**src/sv/crcbs_pkg.sv**
```systemverilog
package crcbs_pkg;

	localparam int BYTE_W      = 8;
	localparam int PADDR_W     = 4;
	localparam int PDATA_W     = 32;
	localparam int QUEUE_DEPTH = 4;

	// register reset values
	localparam logic [BYTE_W-1:0] FLAG_RESET   = 8'h7E;
	localparam logic [BYTE_W-1:0] ESCAPE_RESET = 8'h1B;
	localparam logic [BYTE_W-1:0] POLY_RESET   = 8'h07;

	// register indexes (paddr[3:2])
	localparam logic [1:0] REG_FLAG   = 2'd0;
	localparam logic [1:0] REG_ESCAPE = 2'd1;
	localparam logic [1:0] REG_POLY   = 2'd2;

	// bit positions of the pending-step mask in the back end
	localparam int STEP_OPEN  = 0;
	localparam int STEP_ESC_D = 1;
	localparam int STEP_DATA  = 2;
	localparam int STEP_ESC_C = 3;
	localparam int STEP_CRC   = 4;
	localparam int STEP_CLOSE = 5;
	localparam int STEPS      = 6;

	typedef struct packed {
		logic [BYTE_W-1:0] flag;
		logic [BYTE_W-1:0] escape;
		logic [BYTE_W-1:0] poly;
	} cfg_t;

	// one classified word waiting for the back end
	typedef struct packed {
		logic [BYTE_W-1:0] data;
		logic [BYTE_W-1:0] crc;
		logic              open;
		logic              last;
		logic              esc_data;
		logic              esc_crc;
	} entry_t;

	// queue status seen by the back end
	typedef struct packed {
		logic   avail;
		entry_t head;
	} queue_rd_t;

	// crc-8, reflected, one byte
	function automatic logic [BYTE_W-1:0] crc8_update(input logic [BYTE_W-1:0] crc,
		input logic [BYTE_W-1:0] b, input logic [BYTE_W-1:0] poly);
		logic [BYTE_W-1:0] c;
		c = crc ^ b;
		for (int k = 0; k < BYTE_W; k++) begin
			if (c[0]) begin
				c = c ^ poly;
			end
			c = c >> 1;
		end
		return c;
	endfunction

endpackage

```
**src/sv/crc_byte_stuffing_frame_encoder.sv**
```systemverilog
// channel   dir  handshake                 payload
// item      in   item_valid / item_ready   data_byte, last_of_frame
// byte      out  byte_valid / byte_ready   out_byte, last_of_run
// config    in   apb psel/penable/pwrite   paddr, pwdata, prdata
//
// one stuffed byte leaves per cycle while byte_ready is high; a word yields
// 1 to 6 bytes, usually 1 or 2, which the back-end sequencer sends in turn.
// the front takes a word every cycle while the queue has room.
// a word goes to a queue slot, then cur_q and mask_q, then the output register.
// asynchronous active-low reset clears frame state, queue and output register.
// either side may stall on its own; the queue and output register absorb it.
module crc_byte_stuffing_frame_encoder #(
	parameter int QUEUE_DEPTH = crcbs_pkg::QUEUE_DEPTH
) (
	input  logic                          clk,
	input  logic                          arst_n,
	input  logic                          item_valid,
	output logic                          item_ready,
	input  logic [7:0]                    data_byte,
	input  logic                          last_of_frame,
	output logic                          byte_valid,
	input  logic                          byte_ready,
	output logic [7:0]                    out_byte,
	output logic                          last_of_run,
	input  logic                          psel,
	input  logic                          penable,
	input  logic                          pwrite,
	input  logic [crcbs_pkg::PADDR_W-1:0] paddr,
	input  logic [crcbs_pkg::PDATA_W-1:0] pwdata,
	output logic [crcbs_pkg::PDATA_W-1:0] prdata,
	output logic                          pready
);
	import crcbs_pkg::*;

	cfg_t      cfg_q;
	logic      cfg_wr;
	logic      push;
	logic      pop;
	logic      queue_full;
	entry_t    wr_entry;
	queue_rd_t rd;

	assign pready = 1'b1;
	assign cfg_wr = psel && penable && pwrite && pready;

	// configuration registers
	always_ff @(posedge clk or negedge arst_n) begin
		if (!arst_n) begin
			cfg_q.flag   <= FLAG_RESET;
			cfg_q.escape <= ESCAPE_RESET;
			cfg_q.poly   <= POLY_RESET;
		end else if (cfg_wr) begin
			unique case (paddr[3:2])
				REG_FLAG:   cfg_q.flag   <= pwdata[BYTE_W-1:0];
				REG_ESCAPE: cfg_q.escape <= pwdata[BYTE_W-1:0];
				REG_POLY:   cfg_q.poly   <= pwdata[BYTE_W-1:0];
				default: begin
				end
			endcase
		end
	end

	// register readback
	always_comb begin
		prdata = '0;
		unique case (paddr[3:2])
			REG_FLAG:   prdata[BYTE_W-1:0] = cfg_q.flag;
			REG_ESCAPE: prdata[BYTE_W-1:0] = cfg_q.escape;
			REG_POLY:   prdata[BYTE_W-1:0] = cfg_q.poly;
			default:    prdata = '0;
		endcase
	end

	crcbs_front u_front (
		.clk           (clk),
		.arst_n        (arst_n),
		.item_valid    (item_valid),
		.item_ready    (item_ready),
		.data_byte     (data_byte),
		.last_of_frame (last_of_frame),
		.cfg           (cfg_q),
		.queue_full    (queue_full),
		.push          (push),
		.entry         (wr_entry)
	);

	crcbs_queue #(
		.DEPTH (QUEUE_DEPTH)
	) u_queue (
		.clk      (clk),
		.arst_n   (arst_n),
		.push     (push),
		.wr_entry (wr_entry),
		.full     (queue_full),
		.pop      (pop),
		.rd       (rd)
	);

	crcbs_back u_back (
		.clk         (clk),
		.arst_n      (arst_n),
		.cfg         (cfg_q),
		.rd          (rd),
		.pop         (pop),
		.byte_valid  (byte_valid),
		.byte_ready  (byte_ready),
		.out_byte    (out_byte),
		.last_of_run (last_of_run)
	);

endmodule

```
**src/sv/crcbs_front.sv**
```systemverilog
module crcbs_front (
	input  logic                    clk,
	input  logic                    arst_n,
	input  logic                    item_valid,
	output logic                    item_ready,
	input  logic [7:0]              data_byte,
	input  logic                    last_of_frame,
	input  crcbs_pkg::cfg_t         cfg,
	input  logic                    queue_full,
	output logic                    push,
	output crcbs_pkg::entry_t       entry
);
	import crcbs_pkg::*;

	logic              in_frame_q;
	logic [BYTE_W-1:0] crc_q;
	logic [BYTE_W-1:0] crc_base;
	logic [BYTE_W-1:0] crc_next;

	assign item_ready = !queue_full;
	assign push       = item_valid && item_ready;

	// running crc, restarted when a frame opens
	assign crc_base = in_frame_q ? crc_q : '0;
	assign crc_next = crc8_update(crc_base, data_byte, cfg.poly);

	// classify the word for the back end
	always_comb begin
		entry.data     = data_byte;
		entry.crc      = crc_next;
		entry.open     = !in_frame_q;
		entry.last     = last_of_frame;
		entry.esc_data = (data_byte == cfg.flag) || (data_byte == cfg.escape);
		entry.esc_crc  = (crc_next == cfg.flag) || (crc_next == cfg.escape);
	end

	// frame state
	always_ff @(posedge clk or negedge arst_n) begin
		if (!arst_n) begin
			in_frame_q <= 1'b0;
			crc_q      <= '0;
		end else if (push) begin
			in_frame_q <= !last_of_frame;
			crc_q      <= last_of_frame ? '0 : crc_next;
		end
	end

endmodule

```
**src/sv/crcbs_queue.sv**
```systemverilog
module crcbs_queue #(
	parameter int DEPTH = crcbs_pkg::QUEUE_DEPTH
) (
	input  logic                    clk,
	input  logic                    arst_n,
	input  logic                    push,
	input  crcbs_pkg::entry_t       wr_entry,
	output logic                    full,
	input  logic                    pop,
	output crcbs_pkg::queue_rd_t    rd
);
	import crcbs_pkg::*;

	localparam int PTR_W = (DEPTH > 1) ? $clog2(DEPTH) : 1;
	localparam int CNT_W = $clog2(DEPTH + 1);

	entry_t           slots_q [DEPTH];
	logic [PTR_W-1:0] wr_ptr_q;
	logic [PTR_W-1:0] rd_ptr_q;
	logic [CNT_W-1:0] count_q;
	logic             do_pop;

	assign full     = (count_q == CNT_W'(DEPTH));
	assign rd.avail = (count_q != '0);
	assign rd.head  = slots_q[rd_ptr_q];
	assign do_pop   = pop && rd.avail;

	// payload slots
	always_ff @(posedge clk) begin
		if (push) begin
			slots_q[wr_ptr_q] <= wr_entry;
		end
	end

	// pointers and fill count
	always_ff @(posedge clk or negedge arst_n) begin
		if (!arst_n) begin
			wr_ptr_q <= '0;
			rd_ptr_q <= '0;
			count_q  <= '0;
		end else begin
			if (push) begin
				wr_ptr_q <= (wr_ptr_q == PTR_W'(DEPTH - 1)) ? '0 : wr_ptr_q + 1'b1;
			end
			if (do_pop) begin
				rd_ptr_q <= (rd_ptr_q == PTR_W'(DEPTH - 1)) ? '0 : rd_ptr_q + 1'b1;
			end
			if (push && !do_pop) begin
				count_q <= count_q + 1'b1;
			end else if (do_pop && !push) begin
				count_q <= count_q - 1'b1;
			end
		end
	end

endmodule

```
**src/sv/crcbs_back.sv**
```systemverilog
module crcbs_back (
	input  logic                    clk,
	input  logic                    arst_n,
	input  crcbs_pkg::cfg_t         cfg,
	input  crcbs_pkg::queue_rd_t    rd,
	output logic                    pop,
	output logic                    byte_valid,
	input  logic                    byte_ready,
	output logic [7:0]              out_byte,
	output logic                    last_of_run
);
	import crcbs_pkg::*;

	entry_t            cur_q;
	logic [STEPS-1:0]  mask_q;
	logic [STEPS-1:0]  low;
	logic [STEPS-1:0]  mask_after;
	logic [STEPS-1:0]  new_mask;
	logic              out_valid_q;
	logic [BYTE_W-1:0] out_byte_q;
	logic              out_last_q;
	logic              slot_free;
	logic              advance;
	logic [BYTE_W-1:0] step_byte;

	// lowest pending step goes out next
	assign low        = mask_q & (~mask_q + 1'b1);
	assign mask_after = mask_q & ~low;
	assign slot_free  = !out_valid_q || byte_ready;
	assign advance    = (mask_q != '0) && slot_free;
	assign pop        = rd.avail && ((mask_q == '0) || (advance && (mask_after == '0)));

	// steps needed for the entry at the queue head
	always_comb begin
		new_mask             = '0;
		new_mask[STEP_OPEN]  = rd.head.open;
		new_mask[STEP_ESC_D] = rd.head.esc_data;
		new_mask[STEP_DATA]  = 1'b1;
		new_mask[STEP_ESC_C] = rd.head.last && rd.head.esc_crc;
		new_mask[STEP_CRC]   = rd.head.last;
		new_mask[STEP_CLOSE] = rd.head.last;
	end

	// byte for the current step
	always_comb begin
		priority if (low[STEP_OPEN]) begin
			step_byte = cfg.flag;
		end else if (low[STEP_ESC_D]) begin
			step_byte = cfg.escape;
		end else if (low[STEP_DATA]) begin
			step_byte = cur_q.data;
		end else if (low[STEP_ESC_C]) begin
			step_byte = cfg.escape;
		end else if (low[STEP_CRC]) begin
			step_byte = cur_q.crc;
		end else begin
			step_byte = cfg.flag;
		end
	end

	// current entry payload
	always_ff @(posedge clk) begin
		if (pop) begin
			cur_q <= rd.head;
		end
	end

	// step sequencer
	always_ff @(posedge clk or negedge arst_n) begin
		if (!arst_n) begin
			mask_q <= '0;
		end else if (pop) begin
			mask_q <= new_mask;
		end else if (advance) begin
			mask_q <= mask_after;
		end
	end

	// output register
	always_ff @(posedge clk or negedge arst_n) begin
		if (!arst_n) begin
			out_valid_q <= 1'b0;
		end else if (advance) begin
			out_valid_q <= 1'b1;
		end else if (byte_ready) begin
			out_valid_q <= 1'b0;
		end
	end

	always_ff @(posedge clk) begin
		if (advance) begin
			out_byte_q <= step_byte;
			out_last_q <= (mask_after == '0);
		end
	end

	assign byte_valid  = out_valid_q;
	assign out_byte    = out_byte_q;
	assign last_of_run = out_last_q;

endmodule

```
**config.mk**
```make
export PLATFORM = sky130hd
export DESIGN_NAME = crc_byte_stuffing_frame_encoder
export DESIGN_NICKNAME = d
export VERILOG_FILES = /design/src/sv/crcbs_pkg.sv /design/src/sv/crc_byte_stuffing_frame_encoder.sv /design/src/sv/crcbs_front.sv /design/src/sv/crcbs_queue.sv /design/src/sv/crcbs_back.sv
export SDC_FILE = /design/constraint.sdc
export NUM_CORES = 1
export LEC_CHECK = 0
export ABC_AREA = 1
export BUFFER_PORTS_ARGS = -buffer_cell sky130_fd_sc_hd__buf_4
export CAP_MARGIN = 10
export CORE_MARGIN = 4
export CORE_UTILIZATION = 60
export DETAILED_ROUTE_END_ITERATION = 16
export PLACE_DENSITY = 0.82
export SYNTH_ARGS = -nofsm -noshare
export SYNTH_HDL_FRONTEND = slang
export SYNTH_SLANG_ARGS = --single-unit
```
**constraint.sdc**
```tcl
create_clock -name clk -period 8.3 [get_ports clk]
set_clock_uncertainty 0.15 [all_clocks]
set_input_delay 2.075 -clock clk [delete_from_list [all_inputs] [get_ports clk]]
set_output_delay 2.075 -clock clk [all_outputs]
set_load 0.02 [all_outputs]
```
==> flow_metrics.py <==
metrics = {
    "outcome": {
        "run_status": "finished, final reports clean",
    },
    "routing": {
        "drcViolationCount": 0,
        "viasPerCell": 5.675,
        "avgRoutedWirePerCell_um": 17.06,
        "drtAntennaViolNets": 0,
        "vias": 6186,
        "initialDrtViolationCount": 579,
        "detail_route.wirelength_um": 18590,
        "detailedRoute.firstPassIterationCount": 6,
    },
    "worst_setup_path": {
        "timing.critical_path.from_type": "input pin",
        "timing.reg2reg.worst_path_depth": 26,
        "crit_path_frequent_cell": "nand2_1",
        "path_max_fanout": 11,
        "crit_required_ns": 8.39,
        "r2r_setup_slack_ns": 3.91,
        "timing.critical_path.slowest_stage_cell": "nand3_1",
        "crit-reg2reg-launch": "cfg_q[1]",
        "timing_worst_setup_path_type": "in2reg",
        "crit-reg2reg-capture": "u_queue.slots_q[1][0]",
        "crit_end_category": "register",
        "setup.worst_path.start": "data_byte[1]",
        "slowest_cell_delay_on_critical_path_ns": 0.31,
        "crit_path_end": "u_queue.slots_q[1][0]",
        "cp_data_arrival_time_ns": 5.55,
    },
    "clock_tree": {
        "cts_max_path_bufs": 2,
        "clkSlewWorstSetupHoldPaths_ns": 0.06,
        "cts_tree": "built",
        "cts_made_buffers": 17,
        "worstSkewPairLatency_ns": 0.43,
        "clock_sinks": 146,
        "ctsHtreeMaxLevel": 4,
        "cts_resized": 0,
        "post_cts_hold_buffer_count": 0,
        "ctsRootBufferMaster": "clkbuf_16",
        "cts_setup_buffers": 0,
    },
    "timing": {
        "max_freq_ghz": 0.1832,
        "setup_viol_count_final": 0,
        "worstMarginPinSlew_ns": 1.059,
        "timing.final.crit_share_pct": 65.76,
        "final-hold-violation-count": 0,
        "final_number_of_max_transition_violations": 0,
        "rsz0062_at_grt": "false",
        "post-route-min-period_ns": 5.458,
        "worst_slew_margin_rel_pct": 29.32,
        "fin_tns_setup_ns": 0,
    },
    "global_routing": {
        "grt_start_max_net_pins": 47,
        "global_routing_usage_summed_across_all_routing_layers_pct": 25.95,
        "antenna_violations_before_repair": 0,
        "grt_first_pass_wirelength_um": 29010,
        "first_global_vias": 5686,
        "grt-ovfl-total": 0,
    },
    "synthesis": {
        "flop_and_latch_count_out_of_synthesis": 146,
        "postSynth.asyncResetShare_pct": 31.51,
        "ys.flop_type": "edfxtp_1",
        "synth_largest_type_area_fraction_pct": 38.08,
        "ys_warn_count": 0,
        "post_synth_num_cell_types": 43,
        "synth_seq_area_share_pct": 52.89,
        "post_synth.cell_area_avg_um2": 9.105,
        "synth-edff-count": 100,
        "syn_area_um2": 7885,
        "synthesis.instances": 866,
        "post-synth-top-area-cell": "edfxtp_1",
        "synth_area_leaders": "edfxtp_1 (38%), dfrtp_1 (10%), nand2_1 (8.2%), o21ai_0 (5.9%), inv_1 (4.4%)",
    },
    "cells_and_area": {
        "fraction_of_the_core_area_covered_by_cells_at_the_end_of_the_flow_pct": 69.91,
        "most_common_cell_after_layout_fill_and_taps_aside": "nand2_1",
        "area_delta_synth_final_pct": 12.79,
        "n_fill_cell": 966,
        "nets": 964,
        "final_layout_size_suffix_gt1_share_pct": 15.03,
        "antennaDiodeCount": 0,
        "final_cell_mix": "nand2_1 (172), edfxtp_1 (100), inv_1 (93), nor2_1 (93), o21ai_0 (93)",
    },
    "placed_design": {
        "dp.final_hpwl_um": 12950,
        "globalplace.congestion": 0.9668,
        "place.port_buffers": 44,
    },
    "floorplanning": {
        "fp.coreArea_um2": 12720,
        "die-width_um": 122.6,
        "row_count": 41,
        "ios": 96,
        "floorplan.initialDensity_pct": 61.98,
        "fp.dieArea_um2": 15040,
        "chipHeight_um": 122.6,
    },
    "power": {
        "leakage_power_nw": 3.809,
        "power_per_cell_area_nw_per_um2": 423.9,
        "design_power_total_mw": 3.770,
        "vdd.ir_drop.worst_mv": 0.2466,
    },
    "worst_hold_path": {
        "class_of_the_tightest_hold_or_removal_check": "reg2reg",
    },
    "run": {
        "max-cap-violations": 0,
    },
}
logic make-up (layout without fill, tap and decap cells):
logic type	count (synthesis)	count (layout)	synth area share (%)
simple gates	356	356	20.26
buf+inv	156	185	8.791
xor+xnor	42	42	4.665
compound gates	156	156	11.95
flops	146	146	52.89
mux	1	1	0.1428
other cells	2	25	0.09524
fa+ha+maj	7	7	1.206
Yosys cell counts (2+ instances only):
master,number
inv_1,93
nand2_1,172
buf_2,2
nand2_4,5
clkinv_1,2
o21ai_1,2
o221ai_1,23
dfstp_2,13
nor2_8,2
ha_1,6
nand3_2,5
nand3_1,50
nor2_1,93
clkbuf_1,23
o22ai_1,20
dfrtp_1,33
inv_2,9
buf_4,26
a211oi_1,8
xnor2_1,23
nand4_1,3
nor2_4,3
xor2_1,19
nand2_2,17
conb_1,2
a31oi_1,2
o21ai_0,93
edfxtp_1,100
o2111ai_1,3
sequential cells by signal (all words and copies together), names as in the netlist:
name / flops
u_queue.wr_ptr_q: 2
u_back.last_of_run: 1
u_back.byte_valid: 1
u_front.crc_q: 7
cfg_q: 24
u_front.in_frame_q: 1
u_queue.count_q: 3
u_queue.slots_q: 76
u_back.out_byte: 8
u_back.mask_q: 6
u_back.cur_q: 15
u_queue.rd_ptr_q: 2
metrics by stage:
stage / instances / setup WS (ns) / cell area, µm² / hold WS [ns]
floorplan: 889 / 3.354 / 7971 / 0.3029
global placement: 1058 / 2.582 / 8252 / 0.3195
detailed placement: 1058 / 2.490 / 8252 / 0.3293
CTS: 1090 / 2.889 / 8894 / 0.3447
global route: 1090 / 2.444 / 8894 / 0.3723
finish: 1090 / 2.842 / 8894 / 0.3423
worst min-delay path by stage:
stage               slack, ns        startpoint  depth (start not counted)               end
floorplan                0.30  u_front.crc_q[6]                          2  u_front.crc_q[6]
global placement         0.32  u_front.crc_q[3]                          2  u_front.crc_q[3]
detailed placement       0.33  u_front.crc_q[6]                          2  u_front.crc_q[6]
CTS                      0.34  u_front.crc_q[6]                          2  u_front.crc_q[6]
global route             0.37  u_front.crc_q[5]                          2  u_front.crc_q[5]
finish                   0.34          cfg_q[0]                          2          cfg_q[0]
final cells by class:
class                   instances  area, µm²  area share (%)
inverters                     104      390.4           4.389
multi-input cells             587       3108           34.95
well taps                     172      215.2           2.420
clock buffers                  27      586.8           6.598
clock inverters                 5      55.05          0.6190
repair buffers                 49      367.9           4.136
flip-flops and latches        146       4170           46.89
layer usage:
layer	GRT usage, %	share of wire, %	vias to the layer above	routed length, µm
met3	6.959	9.8	58	1824
met4	11.90	3.8	0	714
met1	35.70	41	2885	7673
met5	0	0	-	0
li1	-	-	2932	-
met2	38.78	45	311	8380
critical path: cells and delay by family:
| family | cells | cell delay, ns |
|---|---|---|
| AND/OR/NAND/NOR | 23 | 2.95 |
| buffers and inverters | 7 | 0.51 |
where the power goes:
group	switching [mW]	internal, mW	leakage [nW]
logic	1.16	0.526	2.01
clock network	0.279	0.517	0.320
registers	0.151	1.14	1.48
total	1.59	2.18	3.81
Note: power is estimated with default switching activity, not from simulation.
